==> src/design/chc_pkg.sv <==
package chc_pkg;

   // Default sample width and fixed widths of the heading search
   localparam int SAMPLE_BITS_DEF = 16;
   localparam int DEG_W           = 7;
   localparam int TAB_N           = 1 << DEG_W;
   localparam int BIT_W           = 3;
   localparam int Q_W             = 64;
   localparam int HALF_W          = Q_W / 2;
   localparam int HEAD_W          = 9;

   // Highest degree held in the trig tables
   localparam logic [DEG_W-1:0] LAST_DEG = 7'd89;

   // Heading constants
   localparam logic [HEAD_W-1:0] DEG_0   = 9'd0;
   localparam logic [HEAD_W-1:0] DEG_90  = 9'd90;
   localparam logic [HEAD_W-1:0] DEG_179 = 9'd179;
   localparam logic [HEAD_W-1:0] DEG_180 = 9'd180;
   localparam logic [HEAD_W-1:0] DEG_270 = 9'd270;
   localparam logic [HEAD_W-1:0] DEG_359 = 9'd359;
   localparam logic [HEAD_W-1:0] DEG_360 = 9'd360;

   // Pi with 62 fractional bits
   localparam logic [Q_W-1:0] PI_Q62 = 64'hC90FDAA22168C234;

   typedef logic [Q_W-1:0] q62_type;
   typedef logic [TAB_N-1:0][Q_W-1:0] trig_tab_type;

   // One degree in Q62 radians
   localparam q62_type STEP_Q62 = PI_Q62 / 64'd180;

   // Command and status between controller and datapath
   typedef struct packed {
      logic load;
      logic prep;
      logic delta;
      logic fetch;
      logic mul_lo;
      logic mul_hi;
      logic acc;
      logic load_out;
   } chc_cmd_type;

   typedef struct packed {
      logic last_probe;
   } chc_stat_type;

   // Q62 product, modulo 2^64
   function automatic q62_type q62_mul(q62_type a, q62_type b);
      logic [2*Q_W-1:0] p;
      p = {{Q_W{1'b0}}, a} * {{Q_W{1'b0}}, b};
      return p[Q_W+61:62];
   endfunction

   // Unsigned quotient by restoring long division, elaboration only
   function automatic q62_type q62_div(q62_type n, q62_type d);
      logic [Q_W:0] r;
      q62_type      q;
      r = '0;
      q = '0;
      for (int i = Q_W - 1; i >= 0; i--) begin
         r = {r[Q_W-1:0], n[i]};
         if (r >= {1'b0, d}) begin
            r    = r - {1'b0, d};
            q[i] = 1'b1;
         end
      end
      return q;
   endfunction

   // Sine by Taylor series in Q62, elaboration only
   function automatic q62_type q62_sin(q62_type x);
      q62_type x2;
      q62_type term;
      q62_type sum;
      x2   = q62_mul(x, x);
      term = x;
      sum  = x;
      for (int k = 1; k < 40; k++) begin
         if (term != '0) begin
            term = q62_div(q62_mul(term, x2), q62_type'((2 * k) * (2 * k + 1)));
            if (k[0]) sum = sum - term;
            else sum = sum + term;
         end
      end
      return sum;
   endfunction

   // Build the sine or cosine table for whole degrees 0..89
   function automatic trig_tab_type build_tab(logic cos_sel);
      trig_tab_type t;
      t = '0;
      for (int d = 0; d <= int'(LAST_DEG); d++) begin
         if (cos_sel) t[d] = q62_sin(STEP_Q62 * q62_type'(int'(LAST_DEG) + 1 - d));
         else t[d] = q62_sin(STEP_Q62 * q62_type'(d));
      end
      return t;
   endfunction

   localparam trig_tab_type SIN_TAB = build_tab(1'b0);
   localparam trig_tab_type COS_TAB = build_tab(1'b1);

endpackage

==> src/design/chc_ctrl.sv <==
module chc_ctrl import chc_pkg::*; (
   input  logic         clock,
   input  logic         reset,
   input  logic         req_valid,
   output logic         req_ready,
   output logic         rsp_valid,
   input  logic         rsp_ready,
   output chc_cmd_type  cmd,
   input  chc_stat_type stat
);

   typedef enum logic [7:0] {
      ST_IDLE   = 8'b0000_0001,
      ST_PREP   = 8'b0000_0010,
      ST_DELTA  = 8'b0000_0100,
      ST_FETCH  = 8'b0000_1000,
      ST_MUL_LO = 8'b0001_0000,
      ST_MUL_HI = 8'b0010_0000,
      ST_ACC    = 8'b0100_0000,
      ST_FINISH = 8'b1000_0000
   } chc_state_type;

   chc_state_type state_ff, state_in;
   logic          rsp_valid_ff, rsp_valid_in;
   logic          out_free;

   // Output register is free when empty or drained this cycle
   assign out_free  = !rsp_valid_ff || rsp_ready;
   assign req_ready = (state_ff == ST_IDLE);
   assign rsp_valid = rsp_valid_ff;

   // Sequence one transaction through the datapath
   always_comb begin
      state_in = state_ff;
      case (state_ff)
         ST_IDLE:   if (req_valid) state_in = ST_PREP;
         ST_PREP:   state_in = ST_DELTA;
         ST_DELTA:  state_in = ST_FETCH;
         ST_FETCH:  state_in = ST_MUL_LO;
         ST_MUL_LO: state_in = ST_MUL_HI;
         ST_MUL_HI: state_in = ST_ACC;
         ST_ACC:    state_in = stat.last_probe ? ST_FINISH : ST_FETCH;
         ST_FINISH: if (out_free) state_in = ST_IDLE;
         default:   state_in = ST_IDLE;
      endcase
   end

   // Decode commands
   always_comb begin
      cmd.load     = req_valid && (state_ff == ST_IDLE);
      cmd.prep     = (state_ff == ST_PREP);
      cmd.delta    = (state_ff == ST_DELTA);
      cmd.fetch    = (state_ff == ST_FETCH);
      cmd.mul_lo   = (state_ff == ST_MUL_LO);
      cmd.mul_hi   = (state_ff == ST_MUL_HI);
      cmd.acc      = (state_ff == ST_ACC);
      cmd.load_out = (state_ff == ST_FINISH) && out_free;
   end

   // Set on load, drop when taken
   always_comb begin
      rsp_valid_in = rsp_valid_ff;
      if (cmd.load_out) rsp_valid_in = 1'b1;
      else if (rsp_ready) rsp_valid_in = 1'b0;
   end

   always_ff @(posedge clock) begin
      if (reset) begin
         state_ff     <= ST_IDLE;
         rsp_valid_ff <= 1'b0;
      end else begin
         state_ff     <= state_in;
         rsp_valid_ff <= rsp_valid_in;
      end
   end

endmodule

==> config.mk <==
export PLATFORM = sky130hd
export DESIGN_NAME = chc_ctrl
export DESIGN_NICKNAME = d
export VERILOG_FILES = /design/src/design/chc_pkg.sv /design/src/design/chc_ctrl.sv
export SDC_FILE = /design/constraint.sdc
export NUM_CORES = 1
export LEC_CHECK = 0
export ABC_AREA = 1
export ABC_CLOCK_PERIOD_IN_PS = 1700
export BUFFER_PORTS_ARGS = -buffer_cell sky130_fd_sc_hd__buf_2
export CAP_MARGIN = 15
export CORE_MARGIN = 4
export CORE_UTILIZATION = 26
export CTS_BUF_LIST = sky130_fd_sc_hd__clkbuf_4 sky130_fd_sc_hd__clkbuf_8
export DETAILED_ROUTE_END_ITERATION = 10
export PLACE_DENSITY = 0.56
export SKIP_CTS_REPAIR_TIMING = 1
export SLEW_MARGIN = 10
export SYNTH_ARGS = -nofsm -noshare
export SYNTH_HDL_FRONTEND = slang
export SYNTH_SLANG_ARGS = --single-unit
==> constraint.sdc <==
create_clock -name clock -period 1.7 [get_ports clock]
set_clock_uncertainty 0.1 [all_clocks]
set_input_delay 0.34 -clock clock [delete_from_list [all_inputs] [get_ports clock]]
set_output_delay 0.34 -clock clock [all_outputs]
set_load 0.03 [all_outputs]
**Yosys cells after proc, flatten, opt, wreduce, memory -nomap -nowiden**

Cells that the tools add are included.

- Register bits after elaboration: 9
- Bits of input ports: 5
- Output and inout bits: 10
- Word-level logic and storage cells: 24

- Equal/unequal tests: 10
- Multiplexer cells: 6
- Reduce and logical (&&, ||, !) cells: 6

Operator list:

| cell | count |
|---|---|
| $pmux 8 s8 | 1 |
| $mux 8 | 3 |
| $eq 8x1->1 const B | 1 |
| $eq 8x2->1 const B | 1 |
| $eq 8x3->1 const B | 1 |
| $eq 8x4->1 const B | 1 |
| $eq 8x5->1 const B | 1 |
| $eq 8x6->1 const B | 1 |
| $eq 8x7->1 const B | 1 |
| $eq 8x8->1 const B | 1 |
| $ne 2x2->1 const B | 2 |
| $logic_and 1x1->1 | 2 |
| $mux 1 | 2 |
| $reduce_and 2->1 | 1 |
| $reduce_bool 2->1 | 1 |
| $logic_not 1->1 | 1 |
| $logic_or 1x1->1 | 1 |

**Logic depth before layout (Yosys ltp)**

Gate-level depths: netlist (run 1).

- Depth after elaboration: 4
- Gate-level depth with buffers: 8
- Depth with buffers taken out: 8

**Worst setup path after synthesis (run 1)**

No wires, ideal clock.

- Kind: reg2out
- Start: register state_ff[5]
- End: output port cmd[7] (netlist name)
- Arrival time: 1.038 ns
- Path slack: 0.222 ns
- Cell stages (with the launch flop): 6
- Path buffers: 0
- Cells stage by stage: dfxtp_1 inv_2 nand2_4 nor2_4 nand2_2 nor2_1

RTL lines:

| what | RTL line | RTL |
|---|---|---|
| start, declared | chc_ctrl.sv:23 | `chc_state_type state_ff, state_in;` |
| start signal, assigned | chc_ctrl.sv:72 | `state_ff <= state_in;` |
| end, declared | chc_ctrl.sv:8 | `output chc_cmd_type cmd,` |

==> results of run 1 <==
## where the power goes
part           internal, mW  switching, mW  total (mW)
clock                 0.107         0.0799       0.186
combinational        0.0386         0.0629       0.101
sequential            0.217        0.00576       0.223
total                 0.362          0.149       0.511
## registers in the layout, summed over array words and instances (netlist names)
| register | flops |
|---|---|
| rsp_valid | 1 |
| state_ff | 8 |
## layout by cell type (no fill, tap or decap), drive strengths merged
cell / count
a21oi: 2
buf: 13
clkbuf: 6
dfxtp: 9
inv: 19
nand2: 22
nand3: 3
nand3b: 1
nand4: 2
nor2: 27
nor3: 1
## stage by stage
| step | std cells | setup WS (ps) | instance area [sq um] | TNS (ps) | util (%) |
|---|---|---|---|---|---|
| finish | 132 | 20.2 | 742 | 0 | 37.4 |
| global route | 132 | -44.7 | 742 | -114 | 37.4 |
| CTS | 131 | 1.04 | 667 | 0 | 33.6 |
| detailed placement | 127 | 299 | 637 | 0 | 32.1 |
| global placement | 127 | 305 | 637 | 0 | 32.1 |
| floorplan | 88 | 222 | 544 | 0 | - |
## worst paths after layout
kind                       startpoint                        to  depth (start not counted)
max reg2reg    rsp_valid$_SDFFE_PP0P_  state_ff[0]$_SDFFE_PP1P_                          7
min                              stat  state_ff[7]$_SDFFE_PP0P_                          3
max          state_ff[7]$_SDFFE_PP0P_                    cmd[7]                          6
min reg2reg  state_ff[2]$_SDFFE_PP0P_  state_ff[6]$_SDFFE_PP0P_                          3
## metal layers
| metal | up-vias | share of wire (%) | GRT usage, % | routed length (microns) |
|---|---|---|---|---|
| li1 | 288 | - | - | - |
| met1 | 223 | 44 | 11.3 | 528 |
| met2 | 10 | 48 | 15.5 | 580 |
| met3 | 2 | 5.4 | 5.54 | 64 |
| met4 | 0 | 1.9 | 7.66 | 23 |
| met5 | - | 0 | 0 | 0 |
## logic make-up (layout without fill, tap and decap cells)
kind of cell,count (synthesis),count (layout),synth area share [%]
AND/OR/NAND/NOR,56,56,49.9
AO/OA/AOI/OAI,2,2,1.84
buffers and inverters,21,38,15.2
flip-flops,9,9,33.1
## cell type report
class                      count  area [sq um]  area share (%)
clock buffer                   4          30.0            4.05
sequential                     9           186            25.1
tap                           27          33.8            4.55
inverter                      19          71.3            9.61
timing repair buffer          15           119            16.0
multi-input combinational     58           302            40.6
## worst min-delay path, cell delays in order
cell and delay (ps):
buf_2 100, nand2_1 60, a21oi_1 50
==> flow_summary.json, run 1 <==
{
  "status": "completed",
  "nets": 111,
  "path_class": "flop to output pin",
  "initial_core_util_pct": 27.5,
  "grt_util_all_layers_pct": 10.5,
  "grt_pass1_vias": 492,
  "dp_hpwl_microns": 975,
  "cp_slowest_cell": "dfxtp_2",
  "antenna_found_initial": 0,
  "hold_path_class": "primary input to flop",
  "drv_slew": 0,
  "clkLatencyLatePin_ps": 270,
  "die-height_microns": 53.8,
  "crit_fanout": 4,
  "critPathMaxStageDelay_ps": 330,
  "drtAntennaViolNets": 0,
  "yosysMostFrequentCell": "nor2_1",
  "fin_crit_ps": 1680,
  "peakVddDrop_v": 0.000354,
  "path_common_cell": "nand2_2",
  "synthCells": 88,
  "clockRootBuffer": "clkbuf_4",
  "num_io_pins": 15,
  "max_slew_margin_pct": 79.8,
  "die_width_microns": 53.8,
  "cts_max_level": 1,
  "cts_num_sinks": 9,
  "worstMarginPinSlew_ps": 301,
  "start_kind": "flop",
  "synth_top_area_cell": "dfxtp_1",
  "synth_ff_type": "dfxtp_1",
  "areaGrowthSynthToFinish_pct": 36.3,
  "fmax_ghz": 0.595,
  "cts_max_path_buffers": 2,
  "holdWs_ps": 227,
  "gp_congestion": 0.783,
  "crit_chain": "inv_2 -> nand2_2 -> nor2_4 -> nand2_2 -> nor2_1 -> buf_4",
  "synth_area_leaders": "dfxtp_1 (33%), nor2_1 (15%), nand2_1 (11%)",
  "fill_cells": 230,
  "seq_area_frac_synth_pct": 33.1,
  "post-synth-top-area-fraction_pct": 33.1,
  "dr.pass1.iters": 4,
  "synth_commonest_cells": "nor2_1 (22), nand2_1 (16), inv_1 (11), dfxtp_1 (9), inv_2 (8)",
  "grt_pass1_wl_microns": 2010,
  "synth_area_sq_um": 544,
  "drt_wl_total_microns": 1200,
  "synth_edf_count": 0,
  "coreArea_sq_mm": 0.00198,
  "p_leak_nw": 0.402,
  "avgSynthCellArea_sq_um": 6.18,
  "p_total_mw": 0.511,
  "drc": 0,
  "grt_remaining_overflow": 0,
  "path_clk_slew_ps": 70,
  "cts_tree": "built",
  "fin_crit_sh_pct": 98.8,
  "r2r_setup_slack_ps": 440,
  "endpoint_kind": "output pin",
  "wl_per_cell_microns": 9.06,
  "critPathRequiredTime_ps": 1260,
  "num_rows": 16,
  "yosysWarnings": 0,
  "dieArea_sq_mm": 0.00289,
  "finalHoldViolCount": 0,
  "io_buffer_count": 14,
  "cp_num_buf_inv": 2,
  "rsz0062_at_grt": "yes",
  "num_vias": 523,
  "cts_made_buffers": 3,
  "setup_violations": 0,
  "drive_gt1_share_pct": 48.6,
  "ys_types": 16,
  "critical-path-top-delay-family": "simple AND/OR/NAND/NOR gates",
  "powerDensity_mw_per_mm2": 689,
  "maxCapViolCount": 0,
  "synthArstFlopShare_pct": 0,
  "vias_per_cell": 3.96,
  "cp.arrival_ps": 1240,
  "synth.net_count": 93,
  "drtIter0Drc": 8,
  "grt_max_degree": 10,
  "ys_ff_latch": 9,
  "num_antenna_cells": 0
}
Power figures use the tool's default switching activity.
==> run 2, diff against run 1 <==
Settings changed: CTS_BUF_LIST sky130_fd_sc_hd__clkbuf_4 sky130_fd_sc_hd__clkbuf_8 to sky130_fd_sc_hd__clkbuf_8.
==> run 2 against run 1 <==
Net effect:
- sequential share of layout area up 0.14 points
- core utilization down 1.5 points
- count of clock-buffer cells in the layout down 1
- register-to-register slack about the same
- hold slack better by 48 ps
- final area down 3.9%
- sequential power about the same
- global-route usage down 0.11 points
- flip-flop and latch count unchanged
- fmax up 2.9%
- non-clock buffer count unchanged
- final cell count unchanged
- largest power group is now clock
- highest routed layer unchanged
==> flow_summary.json, run 2 (synthesis gave the netlist of run 1 again) <==
{
  "num_rows": 16,
  "fin_crit_ps": 1630,
  "path_clk_slew_ps": 50,
  "max_slew_margin_pct": 85.9,
  "crit_fanout": 4,
  "utilization_pct": 36.0,
  "layout_common_cells": "nor2_1 (22), nand2_1 (15), inv_1 (10), inv_2 (10), dfxtp_1 (9)",
  "hp-start": "stat",
  "regArea_sq_um": 180,
  "setup_violations": 0,
  "switching_power_mw": 0.150,
  "switching_share_pct": 26.8,
  "nets": 111,
  "cp_num_buf_inv": 2,
  "clkPwrFrac_pct": 43.2,
  "pwr-share-seq_pct": 39.7,
  "setup_ws_ps": 68.2,
  "r2r_start": "state_ff[6]$_SDFFE_PP0P_",
  "gp_congestion": 0.783,
  "comb_power_share_pct": 17.2,
  "dieArea_sq_mm": 0.00289,
  "p_int_mw": 0.410,
  "num_antenna_cells": 0,
  "clkLatencyLatePin_ps": 230,
  "cts_tree": "built",
  "drtIter0Drc": 5,
  "drive_gt1_share_pct": 38.1,
  "start_kind": "flop",
  "grt_pass1_vias": 506,
  "die-height_microns": 53.8,
  "cp_slowest_cell": "dfxtp_1",
  "io_buffer_count": 14,
  "coreArea_sq_mm": 0.00198,
  "critPathMaxStageDelay_ps": 330,
  "worstMarginPinSlew_ps": 211,
  "grt_remaining_overflow": 0,
  "crit_chain": "inv_2 -> nand2_2 -> nor2_4 -> nand2_2 -> nor2_1 -> buf_4",
  "cts_max_level": 1,
  "die_width_microns": 53.8,
  "num_vias": 524,
  "num_io_pins": 15,
  "largest_reg_flops": 8,
  "place_ws_ps": 299,
  "powerDensity_mw_per_mm2": 786,
  "areaGrowthSynthToFinish_pct": 31.0,
  "cts_made_buffers": 3,
  "vias_per_cell": 3.97,
  "cts_num_sinks": 9,
  "peakVddDrop_v": 0.000539,
  "critPathRequiredTime_ps": 1260,
  "wl_per_cell_microns": 9.23,
  "startpoint": "state_ff[6]$_SDFFE_PP0P_",
  "fmax_ghz": 0.613,
  "path_common_cell": "nand2_2",
  "grt_max_degree": 10,
  "finalHoldViolCount": 0,
  "grt_util_all_layers_pct": 10.4,
  "fill_cells": 232,
  "rsz0062_at_grt": "yes",
  "endpoint_kind": "output pin",
  "antenna_found_initial": 0,
  "grt_pass1_wl_microns": 2070,
  "critical-path-top-delay-family": "simple AND/OR/NAND/NOR gates",
  "cts_max_path_buffers": 2,
  "path_class": "flop to output pin",
  "dp_hpwl_microns": 975,
  "multiInputGateArea_sq_um": 284,
  "drv_slew": 0,
  "maxCapViolCount": 0,
  "clockRootBuffer": "clkbuf_8",
  "cp.arrival_ps": 1190,
  "initial_core_util_pct": 27.5,
  "layout_commonest_cell": "nor2_1",
  "holdWs_ps": 276,
  "dr.pass1.iters": 2,
  "p_leak_nw": 0.404,
  "p_total_mw": 0.560,
  "drtAntennaViolNets": 0,
  "status": "completed",
  "hold_path_class": "primary input to flop",
  "regMostFlops": "state_ff",
  "drt_wl_total_microns": 1220,
  "fin_crit_sh_pct": 96.0,
  "drc": 0
}
run 2: stage by stage:
step | instances | TNS [ps] | instance area [sq um]
after floorplan | 88 | 0 | 544
after global placement | 127 | 0 | 637
after detailed placement | 127 | 0 | 637
after CTS | 131 | 0 | 682
after global routing | 132 | -24.8 | 713
final | 132 | 0 | 713
run 2: routing by layer:
| layer | part of all wire [%] | global-route usage [%] | up-vias |
|---|---|---|---|
| met5 | 0 | 0 | - |
| met2 | 49 | 17.5 | 10 |
| met3 | 5.5 | 5.54 | 2 |
| li1 | - | - | 289 |
| met4 | 1.6 | 2.55 | 0 |
| met1 | 44 | 11.3 | 223 |
run 2: cell type report:
type / count / area share, %
clock inverters: 1 / 0.526
multi-input cells: 58 / 39.8
repair buffers: 15 / 13.9
inverters: 19 / 10.0
well taps: 27 / 4.74
flip-flops and latches: 9 / 25.3
clock buffers: 3 / 5.79
run 2: path summary, 6_finish.rpt:
path | cells past startpoint | slack [ps] | to
worst max-delay path | 6 | 70 | cmd[7]
worst min-delay path | 3 | 280 | state_ff[7]$_SDFFE_PP0P_
worst max register to register | 9 | 450 | state_ff[0]$_SDFFE_PP1P_
worst min register to register | 4 | 480 | rsp_valid$_SDFFE_PP0P_
run 2: power groups by stage:
| stage | registers, mW | clock network, mW | logic, mW |
|---|---|---|---|
| 2_1_floorplan | 0.225 | 0 | 0.0707 |
| 3_3_place_gp | 0.226 | 0 | 0.0907 |
| 3_5_place_dp | 0.226 | 0 | 0.0912 |
| 4_1_cts | 0.222 | 0.251 | 0.0921 |
| 5_1_grt | 0.223 | 0.261 | 0.106 |
| 6_report | 0.222 | 0.242 | 0.0962 |
run 2: worst reg2reg max path, delay by kind of cell, from the launching register on:
kind                   cells  cell delay [ps]
flip-flops                 1              330
buffers and inverters      3              230
AND/OR/NAND/NOR            6              470
==> run 3, diff against run 2 <==
Settings changed: CORE_AREA set to 4 4 41 43, CORE_MARGIN 4 to unset, CORE_UTILIZATION 26 to unset, DIE_AREA set to 0 0 45 47, PLACE_DENSITY 0.56 to 0.76.
==> run 3 against run 2 <==
Net effect:
- combinational power is 12% higher
- non-clock buffer count stayed put
- via count is 6.7% higher
- final area is 2.8% higher
- final cell count is 9.1% lower
- register-to-register slack worse by 60 ps
- core utilization is 20 points higher
- global-route usage is 2.1 points higher
- wire length is 7.5% higher
- critical path depth stayed put
- total power is 3.1% higher
==> flow_summary.json, run 3 (synthesis gave the netlist of run 1 again) <==
{
  "p_leak_nw": 0.413,
  "num_vias": 559,
  "r2r_setup_slack_ps": 390,
  "peakVddDrop_v": 0.000612,
  "cp_num_buf_inv": 2,
  "layout_commonest_cell": "nor2_1",
  "antenna_found_initial": 0,
  "clkLatencyLatePin_ps": 240,
  "drt_wl_total_microns": 1310,
  "cp.arrival_ps": 1230,
  "wl_per_cell_microns": 10.9,
  "initial_core_util_pct": 41.8,
  "drtIter0Drc": 4,
  "setup_violations": 0,
  "grt_pass1_vias": 443,
  "path_depth": 6,
  "grt_remaining_overflow": 0,
  "dieArea_sq_mm": 0.00212,
  "critical-path-top-delay-family": "simple AND/OR/NAND/NOR gates",
  "crit_chain": "inv_2 -> nand2_4 -> nor2_4 -> nand2_2 -> nor2_2 -> buf_6",
  "grt_util_all_layers_pct": 12.5,
  "largest_reg_flops": 8,
  "gp_congestion": 0.791,
  "critPathRequiredTime_ps": 1260,
  "grt_pass1_wl_microns": 1800,
  "die-height_microns": 47,
  "regMostFlops": "state_ff",
  "fmax_ghz": 0.598,
  "rsz0062_at_grt": "yes",
  "drv_slew": 0,
  "io_buffer_count": 14,
  "fin_crit_ps": 1670,
  "cts_max_path_buffers": 2,
  "worstMarginPinSlew_ps": 297,
  "num_io_pins": 15,
  "hold_path_class": "primary input to flop",
  "maxCapViolCount": 0,
  "cts_made_buffers": 3,
  "nets": 111,
  "drive_gt1_share_pct": 46.7,
  "max_slew_margin_pct": 80.1,
  "path_clk_slew_ps": 50,
  "multiInputGateArea_sq_um": 307,
  "dr.pass1.iters": 4,
  "finalHoldViolCount": 0,
  "endpoint_kind": "output pin",
  "path_class": "flop to output pin",
  "regArea_sq_um": 185,
  "areaGrowthSynthToFinish_pct": 34.7,
  "critPathMaxStageDelay_ps": 340,
  "dp_hpwl_microns": 901,
  "p_total_mw": 0.578,
  "start_kind": "flop",
  "num_rows": 13,
  "layout_common_cells": "nor2_1 (20), nand2_1 (12), inv_1 (10), inv_2 (10)",
  "fill_cells": 139,
  "drtAntennaViolNets": 0,
  "r2r_cells": 9,
  "fin_crit_sh_pct": 98.4,
  "hold_depth": 3,
  "grt_max_degree": 10,
  "crit_fanout": 4,
  "powerDensity_mw_per_mm2": 788,
  "coreArea_sq_mm": 0.00130,
  "cp_slowest_cell": "dfxtp_1",
  "drc": 0,
  "cts_max_level": 1,
  "cts_num_sinks": 9,
  "vias_per_cell": 4.66,
  "status": "completed",
  "die_width_microns": 45,
  "holdWs_ps": 265,
  "clockRootBuffer": "clkbuf_8",
  "cts_tree": "built",
  "num_antenna_cells": 0
}
-- run 3: changes by cell type in the layout (fill, tap and decap cells not counted), sizes merged --
cell    delta
buf        +2
clkbuf     -2
-- run 3: worst paths after layout --
path	start	to
max reg2reg	state_ff[2]$_SDFFE_PP0P_	state_ff[0]$_SDFFE_PP1P_
min	stat	state_ff[7]$_SDFFE_PP0P_
min reg2reg	state_ff[2]$_SDFFE_PP0P_	state_ff[6]$_SDFFE_PP0P_
max	state_ff[4]$_SDFFE_PP0P_	cmd[7]
-- run 3: layout make-up --
type | count | share of cell area [%]
inverters | 19 | 9.73
flip-flops and latches | 9 | 25.3
clock inverters | 1 | 0.512
multi-input cells | 58 | 41.8
clock buffers | 3 | 5.63
repair buffers | 15 | 14.5
well taps | 15 | 2.56
-- run 3: layer usage --
| metal | track usage [%] | routed length [microns] | part of all wire (%) | vias up |
|---|---|---|---|---|
| li1 | - | - | - | 291 |
| met4 | 7.02 | 23 | 1.8 | 0 |
| met2 | 17.5 | 639 | 49 | 18 |
| met1 | 14.9 | 552 | 42 | 246 |
| met5 | 0 | 0 | 0 | - |
| met3 | 6.90 | 93 | 7.1 | 4 |
-- run 3: worst register-to-register path, stage by stage, from the launching register on --
cell and delay, ps:
dfxtp_2 320, inv_2 80, nand2_4 70, nor2_4 160, buf_4 130, nand3_1 90, nand2_1 90, inv_1 50
nand3_1 70, nand2_1 40
-- run 3: stage by stage --
step                      setup TNS [ps]  setup WS, ps  area, sq um  instances  utilization [%]
after floorplan                        0           222          544         88                -
after global placement                 0           313          622        115             47.8
after detailed placement               0           284          622        115             47.8
after CTS                              0          29.7          667        119             51.2
after global routing                -126         -68.4          733        120             56.3
final                                  0          26.8          733        120             56.3
-- run 3: power by group --
| group | total [mW] | internal [mW] | switching, mW |
|---|---|---|---|
| logic | 0.108 | 0.0427 | 0.0654 |
| registers | 0.222 | 0.217 | 0.00499 |
| clock network | 0.247 | 0.158 | 0.0896 |
| total | 0.578 | 0.418 | 0.160 |
